## src/hdl/nfa_pkg.sv

```systemverilog
// Shared types, codes and defaults of the next-fit identifier allocator.
package nfa_pkg;

  localparam int NUM_IDS_DEF   = 256;
  localparam int WORD_BITS_DEF = 32;
  // map bits examined per cycle by the scan shift register
  localparam int DIGIT_BITS    = 8;

  localparam int ID_W = 9;
  localparam int ST_W = 2;
  localparam int TD_W = ((ID_W + 7) / 8) * 8;

  typedef enum logic {
    FN_ALLOC = 1'b0,
    FN_FREE  = 1'b1
  } func_t;

  typedef enum logic [ST_W-1:0] {
    ST_OK        = 2'd0,
    ST_EXHAUSTED = 2'd1,
    ST_BAD_FREE  = 2'd2
  } status_t;

  typedef struct packed {
    logic load;
    logic step;
  } scan_ctl_t;

  typedef struct packed {
    logic hit;
    logic last;
  } scan_stat_t;

endpackage

```

## src/hdl/next_fit_id_allocator_top.sv

```systemverilog
// Next-fit identifier allocator: used-bit map memory, scan sequencer and result register.
// One item per request. After reset the map is cleared one word per cycle, all MAP_WORDS
// words (8 with the defaults), with in_tready low. An allocate reads map words starting
// at the word that holds last granted index plus one, wrapping once, and walks each word
// through a shift register DIGIT_BITS bits per cycle (DPW = WORD_BITS/DIGIT_BITS digits
// per word, 4 by default); each visit reads the word (S_ARD), loads it (S_ALD) and steps
// through its digits (S_ASH), and up to MAP_WORDS + 1 words are visited when the pool is
// nearly full or exhausted. A free splits id - 1 into word and bit with a bit-serial
// divider and then does one read-modify-write; an out-of-range id is answered without
// the divider. The result sits in an output register, and the next item is taken while
// it waits.
module next_fit_id_allocator_top #(
  parameter int NUM_IDS   = nfa_pkg::NUM_IDS_DEF,
  parameter int WORD_BITS = nfa_pkg::WORD_BITS_DEF
) (
  input  logic                      clk,
  input  logic                      rst_n,
  input  logic                      in_tvalid,
  output logic                      in_tready,
  input  logic [nfa_pkg::TD_W-1:0]  in_tdata,   // free_id [8:0], zero fill above
  input  logic                      in_tuser,   // func [0]
  output logic                      out_tvalid,
  input  logic                      out_tready,
  output logic [nfa_pkg::TD_W-1:0]  out_tdata,  // granted_id [8:0], zero fill above
  output logic [nfa_pkg::ST_W-1:0]  out_tuser   // status [1:0]
);

  localparam int ID_W       = nfa_pkg::ID_W;
  localparam int TD_W       = nfa_pkg::TD_W;
  localparam int IDX_W      = $clog2(NUM_IDS);
  localparam int MAP_WORDS  = (NUM_IDS + WORD_BITS - 1) / WORD_BITS;
  localparam int WA_W       = $clog2(MAP_WORDS > 1 ? MAP_WORDS : 2);
  localparam int BIT_W      = $clog2(WORD_BITS > 1 ? WORD_BITS : 2);
  localparam int LAST_VALID = NUM_IDS - (MAP_WORDS - 1) * WORD_BITS;
  localparam int GW         = (IDX_W + 1 > ID_W) ? IDX_W + 1 : ID_W;
  localparam int XW         = (IDX_W > ID_W) ? IDX_W : ID_W;

  typedef enum logic [3:0] {
    S_CLR,
    S_IDLE,
    S_ARD,
    S_ALD,
    S_ASH,
    S_FDIV,
    S_FRD,
    S_FCHK,
    S_DONE
  } state_t;

  state_t                  state_r;
  logic [WA_W-1:0]         cur_word_r;
  logic [WA_W-1:0]         start_word_r;
  logic [BIT_W-1:0]        sel_bit_r;
  logic                    pass_r;
  logic [WA_W-1:0]         last_word_r;
  logic [BIT_W-1:0]        last_bit_r;
  nfa_pkg::status_t        res_status_r;
  logic [ID_W-1:0]         res_granted_r;
  logic                    out_tvalid_r;
  logic [TD_W-1:0]         out_tdata_r;
  logic [nfa_pkg::ST_W-1:0] out_tuser_r;

  logic [WORD_BITS-1:0]    map_mem [MAP_WORDS];
  logic [WORD_BITS-1:0]    rd_q_r;
  logic                    mem_we;
  logic                    mem_re;
  logic [WORD_BITS-1:0]    mem_wd;

  logic [WA_W-1:0]         start_word_nxt;
  logic [BIT_W-1:0]        start_bit_nxt;
  logic                    in_acc;
  logic [ID_W-1:0]         fid;
  logic                    bad_range;
  logic [XW-1:0]           fid_m1;
  logic                    div_done;
  logic [IDX_W-1:0]        div_quo;
  logic [BIT_W-1:0]        div_rem;
  nfa_pkg::scan_ctl_t      scan_ctl;
  nfa_pkg::scan_stat_t     scan_stat;
  logic [BIT_W-1:0]        hit_bit;
  logic [WORD_BITS-1:0]    scan_mask;
  logic [GW-1:0]           grant_full;
  logic                    free_bit;

  assign in_acc    = in_tvalid && in_tready;
  assign in_tready = (state_r == S_IDLE);
  assign fid       = in_tdata[ID_W-1:0];
  assign bad_range = (fid == '0) || (32'(fid) > 32'(NUM_IDS));
  assign fid_m1    = XW'(fid) - XW'(1);

  // next-fit start: one past the last index granted, wrapping at the pool end
  always_comb begin
    if (last_word_r == WA_W'(MAP_WORDS - 1) && last_bit_r == BIT_W'(LAST_VALID - 1)) begin
      start_word_nxt = '0;
      start_bit_nxt  = '0;
    end else if (last_bit_r == BIT_W'(WORD_BITS - 1)) begin
      start_word_nxt = last_word_r + WA_W'(1);
      start_bit_nxt  = '0;
    end else begin
      start_word_nxt = last_word_r;
      start_bit_nxt  = last_bit_r + BIT_W'(1);
    end
  end

  // hide bits below the start on the first visit and bits past the pool end
  always_comb begin
    for (int j = 0; j < WORD_BITS; j++) begin
      scan_mask[j] = (!pass_r && cur_word_r == start_word_r && j < int'(sel_bit_r)) ||
                     (cur_word_r == WA_W'(MAP_WORDS - 1) && j >= LAST_VALID);
    end
  end

  assign scan_ctl.load = (state_r == S_ALD);
  assign scan_ctl.step = (state_r == S_ASH) && !scan_stat.hit && !scan_stat.last;

  nfa_digit_scan #(
    .WORD_BITS (WORD_BITS)
  ) u_scan (
    .clk     (clk),
    .rst_n   (rst_n),
    .ctl     (scan_ctl),
    .word_in (rd_q_r),
    .mask_in (scan_mask),
    .stat    (scan_stat),
    .hit_bit (hit_bit)
  );

  nfa_idx_div #(
    .NUM_IDS   (NUM_IDS),
    .WORD_BITS (WORD_BITS)
  ) u_div (
    .clk      (clk),
    .rst_n    (rst_n),
    .start    (in_acc && in_tuser == nfa_pkg::FN_FREE && !bad_range),
    .dividend (fid_m1[IDX_W-1:0]),
    .done     (div_done),
    .quo      (div_quo),
    .rem      (div_rem)
  );

  assign grant_full = GW'(cur_word_r) * GW'(WORD_BITS) + GW'(hit_bit) + GW'(1);
  assign free_bit   = rd_q_r[sel_bit_r];

  always_comb begin
    mem_we = 1'b0;
    mem_re = 1'b0;
    mem_wd = '0;
    case (state_r)
      S_CLR: begin
        mem_we = 1'b1;
      end
      S_ARD, S_FRD: begin
        mem_re = 1'b1;
      end
      S_ASH: begin
        mem_we = scan_stat.hit;
        mem_wd = rd_q_r | (WORD_BITS'(1) << hit_bit);
      end
      S_FCHK: begin
        mem_we = free_bit;
        mem_wd = rd_q_r & ~(WORD_BITS'(1) << sel_bit_r);
      end
      default: begin
        mem_we = 1'b0;
      end
    endcase
  end

  always_ff @(posedge clk) begin
    if (mem_we) begin
      map_mem[cur_word_r] <= mem_wd;
    end
    if (mem_re) begin
      rd_q_r <= map_mem[cur_word_r];
    end
  end

  always_ff @(posedge clk) begin
    if (!rst_n) begin
      state_r      <= S_CLR;
      cur_word_r   <= '0;
      last_word_r  <= '0;
      last_bit_r   <= '0;
      out_tvalid_r <= 1'b0;
    end else begin
      // a waiting result that leaves while the next one is ready is replaced in S_DONE
      if (out_tvalid_r && out_tready && state_r != S_DONE) begin
        out_tvalid_r <= 1'b0;
      end
      case (state_r)
        S_CLR: begin
          if (cur_word_r == WA_W'(MAP_WORDS - 1)) begin
            state_r <= S_IDLE;
          end else begin
            cur_word_r <= cur_word_r + WA_W'(1);
          end
        end
        S_IDLE: begin
          if (in_acc) begin
            res_granted_r <= '0;
            if (in_tuser == nfa_pkg::FN_ALLOC) begin
              cur_word_r   <= start_word_nxt;
              start_word_r <= start_word_nxt;
              sel_bit_r    <= start_bit_nxt;
              pass_r       <= 1'b0;
              state_r      <= S_ARD;
            end else if (bad_range) begin
              res_status_r <= nfa_pkg::ST_BAD_FREE;
              state_r      <= S_DONE;
            end else begin
              state_r <= S_FDIV;
            end
          end
        end
        S_ARD: begin
          state_r <= S_ALD;
        end
        S_ALD: begin
          state_r <= S_ASH;
        end
        S_ASH: begin
          if (scan_stat.hit) begin
            last_word_r   <= cur_word_r;
            last_bit_r    <= hit_bit;
            res_granted_r <= grant_full[ID_W-1:0];
            res_status_r  <= nfa_pkg::ST_OK;
            state_r       <= S_DONE;
          end else if (scan_stat.last) begin
            // second pass ends on the start word: every id is taken
            if (pass_r && cur_word_r == start_word_r) begin
              res_status_r <= nfa_pkg::ST_EXHAUSTED;
              state_r      <= S_DONE;
            end else if (!pass_r && cur_word_r == WA_W'(MAP_WORDS - 1)) begin
              pass_r     <= 1'b1;
              cur_word_r <= '0;
              state_r    <= S_ARD;
            end else begin
              cur_word_r <= cur_word_r + WA_W'(1);
              state_r    <= S_ARD;
            end
          end
        end
        S_FDIV: begin
          if (div_done) begin
            cur_word_r <= div_quo[WA_W-1:0];
            sel_bit_r  <= div_rem;
            state_r    <= S_FRD;
          end
        end
        S_FRD: begin
          state_r <= S_FCHK;
        end
        S_FCHK: begin
          res_status_r <= free_bit ? nfa_pkg::ST_OK : nfa_pkg::ST_BAD_FREE;
          state_r      <= S_DONE;
        end
        S_DONE: begin
          // hold until the output register is free
          if (!out_tvalid_r || out_tready) begin
            out_tvalid_r <= 1'b1;
            out_tdata_r  <= TD_W'(res_granted_r);
            out_tuser_r  <= res_status_r;
            state_r      <= S_IDLE;
          end
        end
        default: begin
          state_r <= S_IDLE;
        end
      endcase
    end
  end

  assign out_tvalid = out_tvalid_r;
  assign out_tdata  = out_tdata_r;
  assign out_tuser  = out_tuser_r;

endmodule

```

## src/hdl/nfa_idx_div.sv

```systemverilog
// Bit-serial restoring divider that splits an index into map word and bit.
module nfa_idx_div #(
  parameter int NUM_IDS   = nfa_pkg::NUM_IDS_DEF,
  parameter int WORD_BITS = nfa_pkg::WORD_BITS_DEF
) (
  input  logic                                         clk,
  input  logic                                         rst_n,
  input  logic                                         start,
  input  logic [$clog2(NUM_IDS)-1:0]                   dividend,
  output logic                                         done,
  output logic [$clog2(NUM_IDS)-1:0]                   quo,
  output logic [$clog2(WORD_BITS > 1 ? WORD_BITS : 2)-1:0] rem
);

  localparam int IDX_W = $clog2(NUM_IDS);
  localparam int BIT_W = $clog2(WORD_BITS > 1 ? WORD_BITS : 2);
  localparam int CNT_W = $clog2(IDX_W + 1);

  logic             busy_r;
  logic             done_r;
  logic [CNT_W-1:0] cnt_r;
  logic [IDX_W-1:0] dvd_r;
  logic [IDX_W-1:0] quo_r;
  logic [BIT_W-1:0] rem_r;
  logic [BIT_W:0]   trial;
  logic             qbit;

  // shift the next dividend bit into the partial remainder
  assign trial = {rem_r, dvd_r[IDX_W-1]};
  assign qbit  = (trial >= (BIT_W + 1)'(WORD_BITS));

  always_ff @(posedge clk) begin
    if (!rst_n) begin
      busy_r <= 1'b0;
      done_r <= 1'b0;
      cnt_r  <= '0;
    end else begin
      done_r <= 1'b0;
      if (start) begin
        busy_r <= 1'b1;
        cnt_r  <= CNT_W'(IDX_W);
        dvd_r  <= dividend;
        quo_r  <= '0;
        rem_r  <= '0;
      end else if (busy_r) begin
        dvd_r <= dvd_r << 1;
        quo_r <= IDX_W'({quo_r, qbit});
        if (qbit) begin
          rem_r <= BIT_W'(trial - (BIT_W + 1)'(WORD_BITS));
        end else begin
          rem_r <= trial[BIT_W-1:0];
        end
        cnt_r <= cnt_r - CNT_W'(1);
        if (cnt_r == CNT_W'(1)) begin
          busy_r <= 1'b0;
          done_r <= 1'b1;
        end
      end
    end
  end

  assign done = done_r;
  assign quo  = quo_r;
  assign rem  = rem_r;

endmodule

```

## src/hdl/nfa_digit_scan.sv

```systemverilog
// Digit-serial free-bit search over one map word held in a shift register.
module nfa_digit_scan #(
  parameter int WORD_BITS = nfa_pkg::WORD_BITS_DEF
) (
  input  logic                                         clk,
  input  logic                                         rst_n,
  input  nfa_pkg::scan_ctl_t                           ctl,
  input  logic [WORD_BITS-1:0]                         word_in,
  input  logic [WORD_BITS-1:0]                         mask_in,
  output nfa_pkg::scan_stat_t                          stat,
  output logic [$clog2(WORD_BITS > 1 ? WORD_BITS : 2)-1:0] hit_bit
);

  localparam int BIT_W = $clog2(WORD_BITS > 1 ? WORD_BITS : 2);
  localparam int DIG   = (WORD_BITS < nfa_pkg::DIGIT_BITS) ? WORD_BITS : nfa_pkg::DIGIT_BITS;
  localparam int DPW   = (WORD_BITS + DIG - 1) / DIG;
  localparam int PW    = DPW * DIG;
  localparam int DC_W  = $clog2(DPW > 1 ? DPW : 2);
  localparam int DP_W  = $clog2(DIG > 1 ? DIG : 2);

  logic [PW-1:0]   sh_r;
  logic [DC_W-1:0] dcnt_r;
  logic [PW-1:0]   padded;
  logic [DIG-1:0]  low;
  logic [DP_W-1:0] pos;

  // padding and masked bits read as used, so they are never picked
  always_comb begin
    padded                 = '1;
    padded[WORD_BITS-1:0]  = word_in | mask_in;
  end

  assign low = sh_r[DIG-1:0];

  always_comb begin
    pos = '0;
    for (int k = DIG - 1; k >= 0; k--) begin
      if (!low[k]) begin
        pos = DP_W'(k);
      end
    end
  end

  always_ff @(posedge clk) begin
    if (!rst_n) begin
      dcnt_r <= '0;
    end else if (ctl.load) begin
      sh_r   <= padded;
      dcnt_r <= '0;
    end else if (ctl.step) begin
      sh_r   <= PW'({{DIG{1'b1}}, sh_r} >> DIG);
      dcnt_r <= dcnt_r + DC_W'(1);
    end
  end

  assign stat.hit  = ~&low;
  assign stat.last = (dcnt_r == DC_W'(DPW - 1));
  assign hit_bit   = BIT_W'(int'(dcnt_r) * DIG + int'(pos));

endmodule

```

## config.mk

```make
export PLATFORM = sky130hd
export DESIGN_NAME = next_fit_id_allocator_top
export DESIGN_NICKNAME = d
export VERILOG_FILES = /design/src/hdl/nfa_pkg.sv /design/src/hdl/next_fit_id_allocator_top.sv /design/src/hdl/nfa_idx_div.sv /design/src/hdl/nfa_digit_scan.sv
export SDC_FILE = /design/constraint.sdc
export NUM_CORES = 1
export LEC_CHECK = 0
export ABC_AREA = 1
export BUFFER_PORTS_ARGS = -buffer_cell sky130_fd_sc_hd__buf_2
export CORE_MARGIN = 2
export CORE_UTILIZATION = 55
export DETAILED_ROUTE_END_ITERATION = 12
export PLACE_DENSITY_LB_ADDON = 0.2
export REMOVE_ABC_BUFFERS = 1
export SYNTH_ARGS = -nofsm -noshare
export SYNTH_HDL_FRONTEND = slang
export SYNTH_SLANG_ARGS = --single-unit
export TNS_END_PERCENT = 100
```

## constraint.sdc

```tcl
create_clock -name clk -period 3.4 [get_ports clk]
set_input_delay 0.17 -clock clk [delete_from_list [all_inputs] [get_ports clk]]
set_output_delay 0.17 -clock clk [all_outputs]
set_load 0.03 [all_outputs]
```

# Word level (Yosys, flattened, before mapping)

Memories as Yosys holds them, arrays and structs flattened. A register that Yosys moved wholly into a read port is not among the register bits.
Index checks and enable logic that the tools add are counted.

Bits in writable memories: 256
ROM bits: 0
Output and inout bits: 20
Register bits after elaboration: 103
Logic and storage cells: 255
Bits in latches: 0
Input port bits: 21
Memories: 1

Memory list:

| name    | depth | bits a word | read ports | clocked after Yosys merged registers in | wr ports | line                            | RTL |
|---|---|---|---|---|---|---|---|
| map_mem | 8     | 32          | 1          | 1                                       | 1        | next_fit_id_allocator_top.sv:63 | `logic [WORD_BITS-1:0] map_mem [MAP_WORDS];` |

Add/sub/neg operators: 10
Muxes and demuxes: 76
Equal/unequal tests: 30
$mul: 0
$lt $le $gt $ge: 34
Reduce and logical (&&, ||, !) cells: 73
Shifts and indexed selects: 2
Bitwise logic cells: 8
Divide/modulo/power cells: 0

Operators with widths:

| operator             | count |
|---|---|
| $lt 5x5->1 const A   | 15 |
| $mux 32              | 2 |
| $pmux 32 s2          | 1 |
| $shl 1x5->32 const A | 2 |
| $mux 3               | 19 |
| $mux 4               | 11 |
| $logic_and 1x1->1    | 42 |
| $lt 4x5->1 const A   | 8 |
| $pmux 4 s9           | 1 |
| $mux 5               | 7 |
| $and 32x32->32       | 1 |
| $not 32->32          | 1 |
| $or 32x31->32        | 1 |
| $or 32x32->32        | 1 |
| $reduce_and 8->1     | 3 |
| $lt 3x5->1 const A   | 4 |
| $mux 9               | 2 |
| $pmux 9 s2           | 1 |
| $mux 1               | 17 |
| $eq 4x3->1 const B   | 4 |
| $mux 8               | 2 |
| $mux 2               | 7 |
| $ne 2x2->1 const B   | 7 |
| $ne 2x1->1 const B   | 6 |
| 45 further kinds     | 68 |

# Logic depth before layout (Yosys ltp)

Word-level depth: 13
Gate-level depth with buffers: 13

# By module

A second synthesis with hierarchy kept.

Cell total of the unflattened synthesis: 1,466
Area, all modules: 16,869.9 sq um

By module, submodules not included:

| module                    | area each (sq um) | sequential area each (sq um) | times used | cells an instance |
|---|---|---|---|---|
| next_fit_id_allocator_top | 14,234.9          | 9,899.5                      | 1          | 1,203 |
| nfa_digit_scan            | 1,531.5           | 1,001.0                      | 1          | 154 |
| nfa_idx_div               | 1,103.6           | 750.7                        | 1          | 109 |

# Least setup slack after synthesis

Ideal clock, no wire load.

Path kind: register to register
Start point: register sel_bit_r[4]
End point: memory map_mem[0][0] (netlist bit) (enable)
Setup time: 0.432 ns
Setup slack: 0.084 ns
Arrival time: 2.884 ns
Period minus slack after synthesis: 3.316 ns
Buffers on the path: 0
Cell stages (with the launch flop): 10
Cell sequence: edfxtp_1 -> nor2_2 -> inv_2 -> nor2_1 -> nand2_1 -> nand2_1 -> nor2_1 -> nand3_2 -> nand2_4 -> a21oi_1

Cells in the longest elaborated chain, start to end: 5

Ends and longest elaborated chain:

| element                      | line                             | RTL |
|---|---|---|
| start: declaration           | next_fit_id_allocator_top.sv:53  | `logic [BIT_W-1:0] sel_bit_r;` |
| start signal: assignment     | next_fit_id_allocator_top.sv:204 | `sel_bit_r <= start_bit_nxt;` |
| start signal: assignment     | next_fit_id_allocator_top.sv:246 | `sel_bit_r <= div_rem;` |
| $bmux 1 s5                   | next_fit_id_allocator_top.sv:142 | `assign free_bit = rd_q_r[sel_bit_r];` |
| $mux 1 (implied by the code) | next_fit_id_allocator_top.sv:142 |  |
| $pmux 1 s3                   | next_fit_id_allocator_top.sv:148 | `case (state_r)` |
| $mux 1                       | next_fit_id_allocator_top.sv:170 | `if (mem_we) begin` |
| $mux 1 (implied by the code) | next_fit_id_allocator_top.sv:171 | `map_mem[cur_word_r] <= mem_wd;` |
| end: declaration             | next_fit_id_allocator_top.sv:63  |  |

Every way passes these cells. The select of a mux whose other input is x is not followed.

# Final worst setup path

Start point: register sel_bit_r[1]
End point: memory map_mem[2][27] (netlist bit) (enable)

Same word-level chain as after synthesis.

==> qor.yml <==
clock_network:
  cts_made_buffers: 41
  cts_setup_buffers: 0
  cts_resized: 0
  clkLatencyLatePin_ns: 0.54
  path_clk_slew_ns: 0.06
  cts_tree: "done"
  clkSinkCount: 391
  cts_buffer_depth: 3
  holdBufCountCts: 2
  cts_htree_levels: 2
  clock-root-buffer: "clkbuf_16"
global_routing:
  first_global_vias: 10900
  grt_max_degree: 36
  grt_pass1_wl_mm: 66.3
  antenna_found_initial: 0
  grt-ovfl-total: 0
  track_usage_pct: 28.7
setup_path:
  required_ns: 3.62
  worstSetupEndpointType: "flop"
  cp-start-kind: "flop"
  r2r_cells: 10
  cp_slowest_cell: "edfxtp_1"
  max_stage_delay_ns: 0.55
  cpMostUsedCell: "nand2_1"
  cp_max_fo: 26
  crit_chain: "nor2_2 > nand2_1 > o21ai_0 > o21ai_1 > nand2_1 > inv_1 > nand3_2 > nand2_4 > a21oi_4 > buf_12"
  crit_arrival_ns: 3.00
  crit_type: "reg -> reg"
routing:
  wl_per_cell_um: 23.7
  dr_total_vias: 11300
  first_pass_iters: 5
  drc: 0
  via_per_inst: 6.00
  drtAntennaViolNets: 0
  drt_iter0_drc: 1119
  totalWireLength_mm: 44.7
sta:
  worst_pin_slew_ns: 1.01
  hold_viol: 0
  rsz0062_at_grt: "no"
  period_minus_slack_ns: 2.78
  fin_ws_ns: 0.624
  max_slew_margin_pct: 31.8
  period_share_pct: 81.6
  clock.fmax_mhz: 360
  maxSlewViolCount: 0
  worst_clock_skew_ns: 0.0213
  setup_viol: 0
synth:
  synthMuxAreaShare_pct: 0.0600
  synth_adder_area_share_pct: 1.12
  syn-cell-area_mm2: 0.0167
  ys_async_sr_fraction_pct: 0
  synthTopCellsByArea: "edfxtp_1, nand2_1, dfxtp_1"
  synth_xor_area_share_pct: 0.674
  yosysTopAreaCellShare_pct: 66.0
  synth_top_family_by_area: "simple AND/OR/NAND/NOR gates"
  synth_cell_types: 53
  synth-seq-area-share_pct: 68.9
  synth-edff-count: 367
  yosys.area.top_type: "edfxtp_1"
  syn_area_per_cell_um2: 11.9
  yosys.area_share.simple_pct: 14.1
  synthFlopType: "edfxtp_1"
  syn_inst: 1403
  synth-seq-cells: 391
  ys_warn_count: 0
  synth-compound-area-share_pct: 10.5
die:
  die_y_um: 178
  io_pins: 41
  rows: 63
  die_w_um: 178
  start_util_pct: 56.0
  die_area_mm2: 0.0318
  core_mm2: 0.0298
power_and_ir_drop:
  leakagePower_nw: 6.65
  max-vdd-ir-drop_uv: 480
  p_per_area_mw_per_mm2: 690
  power_mw: 13.1
placement:
  globalplace.congestion: 1.01
  postPlaceCellArea_mm2: 0.0176
  hpwlAfterDp_mm: 28.3
  pre_cts_ws_ns: 0.681
  io_buffers: 26
finish:
  final_layout_size_suffix_gt1_share_pct: 14.2
  fill_cells: 2308
  final_area_mm2: 0.0190
  final_cell_mix: "edfxtp_1, nand2_1, inv_1, nor2_1, a21oi_1"
  n_antenna_cell: 0
  syn2layout_area_growth_pct: 13.6
  fin_nets: 1502
  layout_commonest_cell: "edfxtp_1"
job:
  maxCapViolCount: 0
run_status:
  outcome: "complete, no violations"
worst_hold_path:
  holdPathStages: 2
  hold_path.class: "in -> reg"
## path summary, 6_finish.rpt
path	start	endpoint	slack, ns
worst max-delay path	sel_bit_r[1]$_DFFE_PP_	map_mem[2][27]$_DFFE_PP_	0.62
worst min-delay path	rst_n	u_div.cnt_r[3]$_SDFFE_PN0N_	0.02
worst max register to register	sel_bit_r[1]$_DFFE_PP_	map_mem[2][27]$_DFFE_PP_	0.62
worst min register to register	res_granted_r[7]$_SDFFCE_PN0P_	out_tdata[7]$_DFFE_PP_	0.43
## Yosys cell counts (17+ instances only)
master and number:
inv_1 101, o21ai_0 60, a221oi_1 27, dfxtp_1 24, nand4_1 34, buf_2 20, a22oi_1 39, nand2_1 297
nor2_1 77, nand3_1 63, nor3_1 17, clkbuf_1 23, edfxtp_1 367, a21oi_1 77
## worst max-delay path, delay by kind of cell, from the launching register on
kind,cells,cell delay [ns]
AOI/OAI and AO/OA,3,0.57
buffers and inverters,2,0.35
DFF,1,0.55
and+or+nand+nor,5,0.95
## registers in the layout (all words and copies together), names as in the netlist, 8 cells and up
name / count
out_tdata: 9
u_scan.sh_r: 32
res_granted_r: 9
rd_q_r: 32
u_div.dvd_r: 8
map_mem: 256
## cells by family (layout without fill, tap and decap cells)
| family | Yosys count | after routing |
|---|---|---|
| DFF | 391 | 391 |
| buffers and inverters | 179 | 268 |
| muxes | 1 | 1 |
| and+or+nand+nor | 528 | 528 |
| AOI/OAI and AO/OA | 276 | 276 |
| adders and majority gates | 15 | 15 |
| other | 1 | 7 |
| xor gates and xnor gates | 12 | 12 |
## report_power, final
part / total (mW) / leakage, nW / internal (mW) / switching, mW
Clock: 4.51 / 0.665 / 2.73 / 1.77
Sequential: 6.25 / 3.39 / 6.07 / 0.183
Combinational: 2.32 / 2.59 / 0.706 / 1.62
## final cells by class
| class | instances | area [um^2] | share of cell area, % |
|---|---|---|---|
| clock buffer | 53 | 1130 | 5.98 |
| clock inverter | 22 | 238 | 1.25 |
| inverter | 118 | 445 | 2.35 |
| multi-input combinational | 839 | 4560 | 24.0 |
| sequential | 391 | 11500 | 60.6 |
| tap | 390 | 488 | 2.57 |
| timing repair buffer | 75 | 603 | 3.18 |
## routing by layer
metal,track usage [%],part of all wire [%],vias up
met5,0,0,-
met4,10.7,4.0,0
met3,4.09,7.4,102
met2,47.2,47,497
met1,39.2,41,5544
li1,-,-,5178
## stage by stage
stage	std cells	TNS, ns	hold WS [ns]	utilization (%)
2_1_floorplan	1348	-119.24	0.288	-
3_3_place_gp	1811	0	0.402	59.0
3_5_place_dp	1811	0	0.407	59.0
4_1_cts	1888	0	0.0140	63.6
5_1_grt	1888	0	0.0146	63.6
6_report	1888	0	0.0169	63.6
Power figures use the tool's default switching activity.
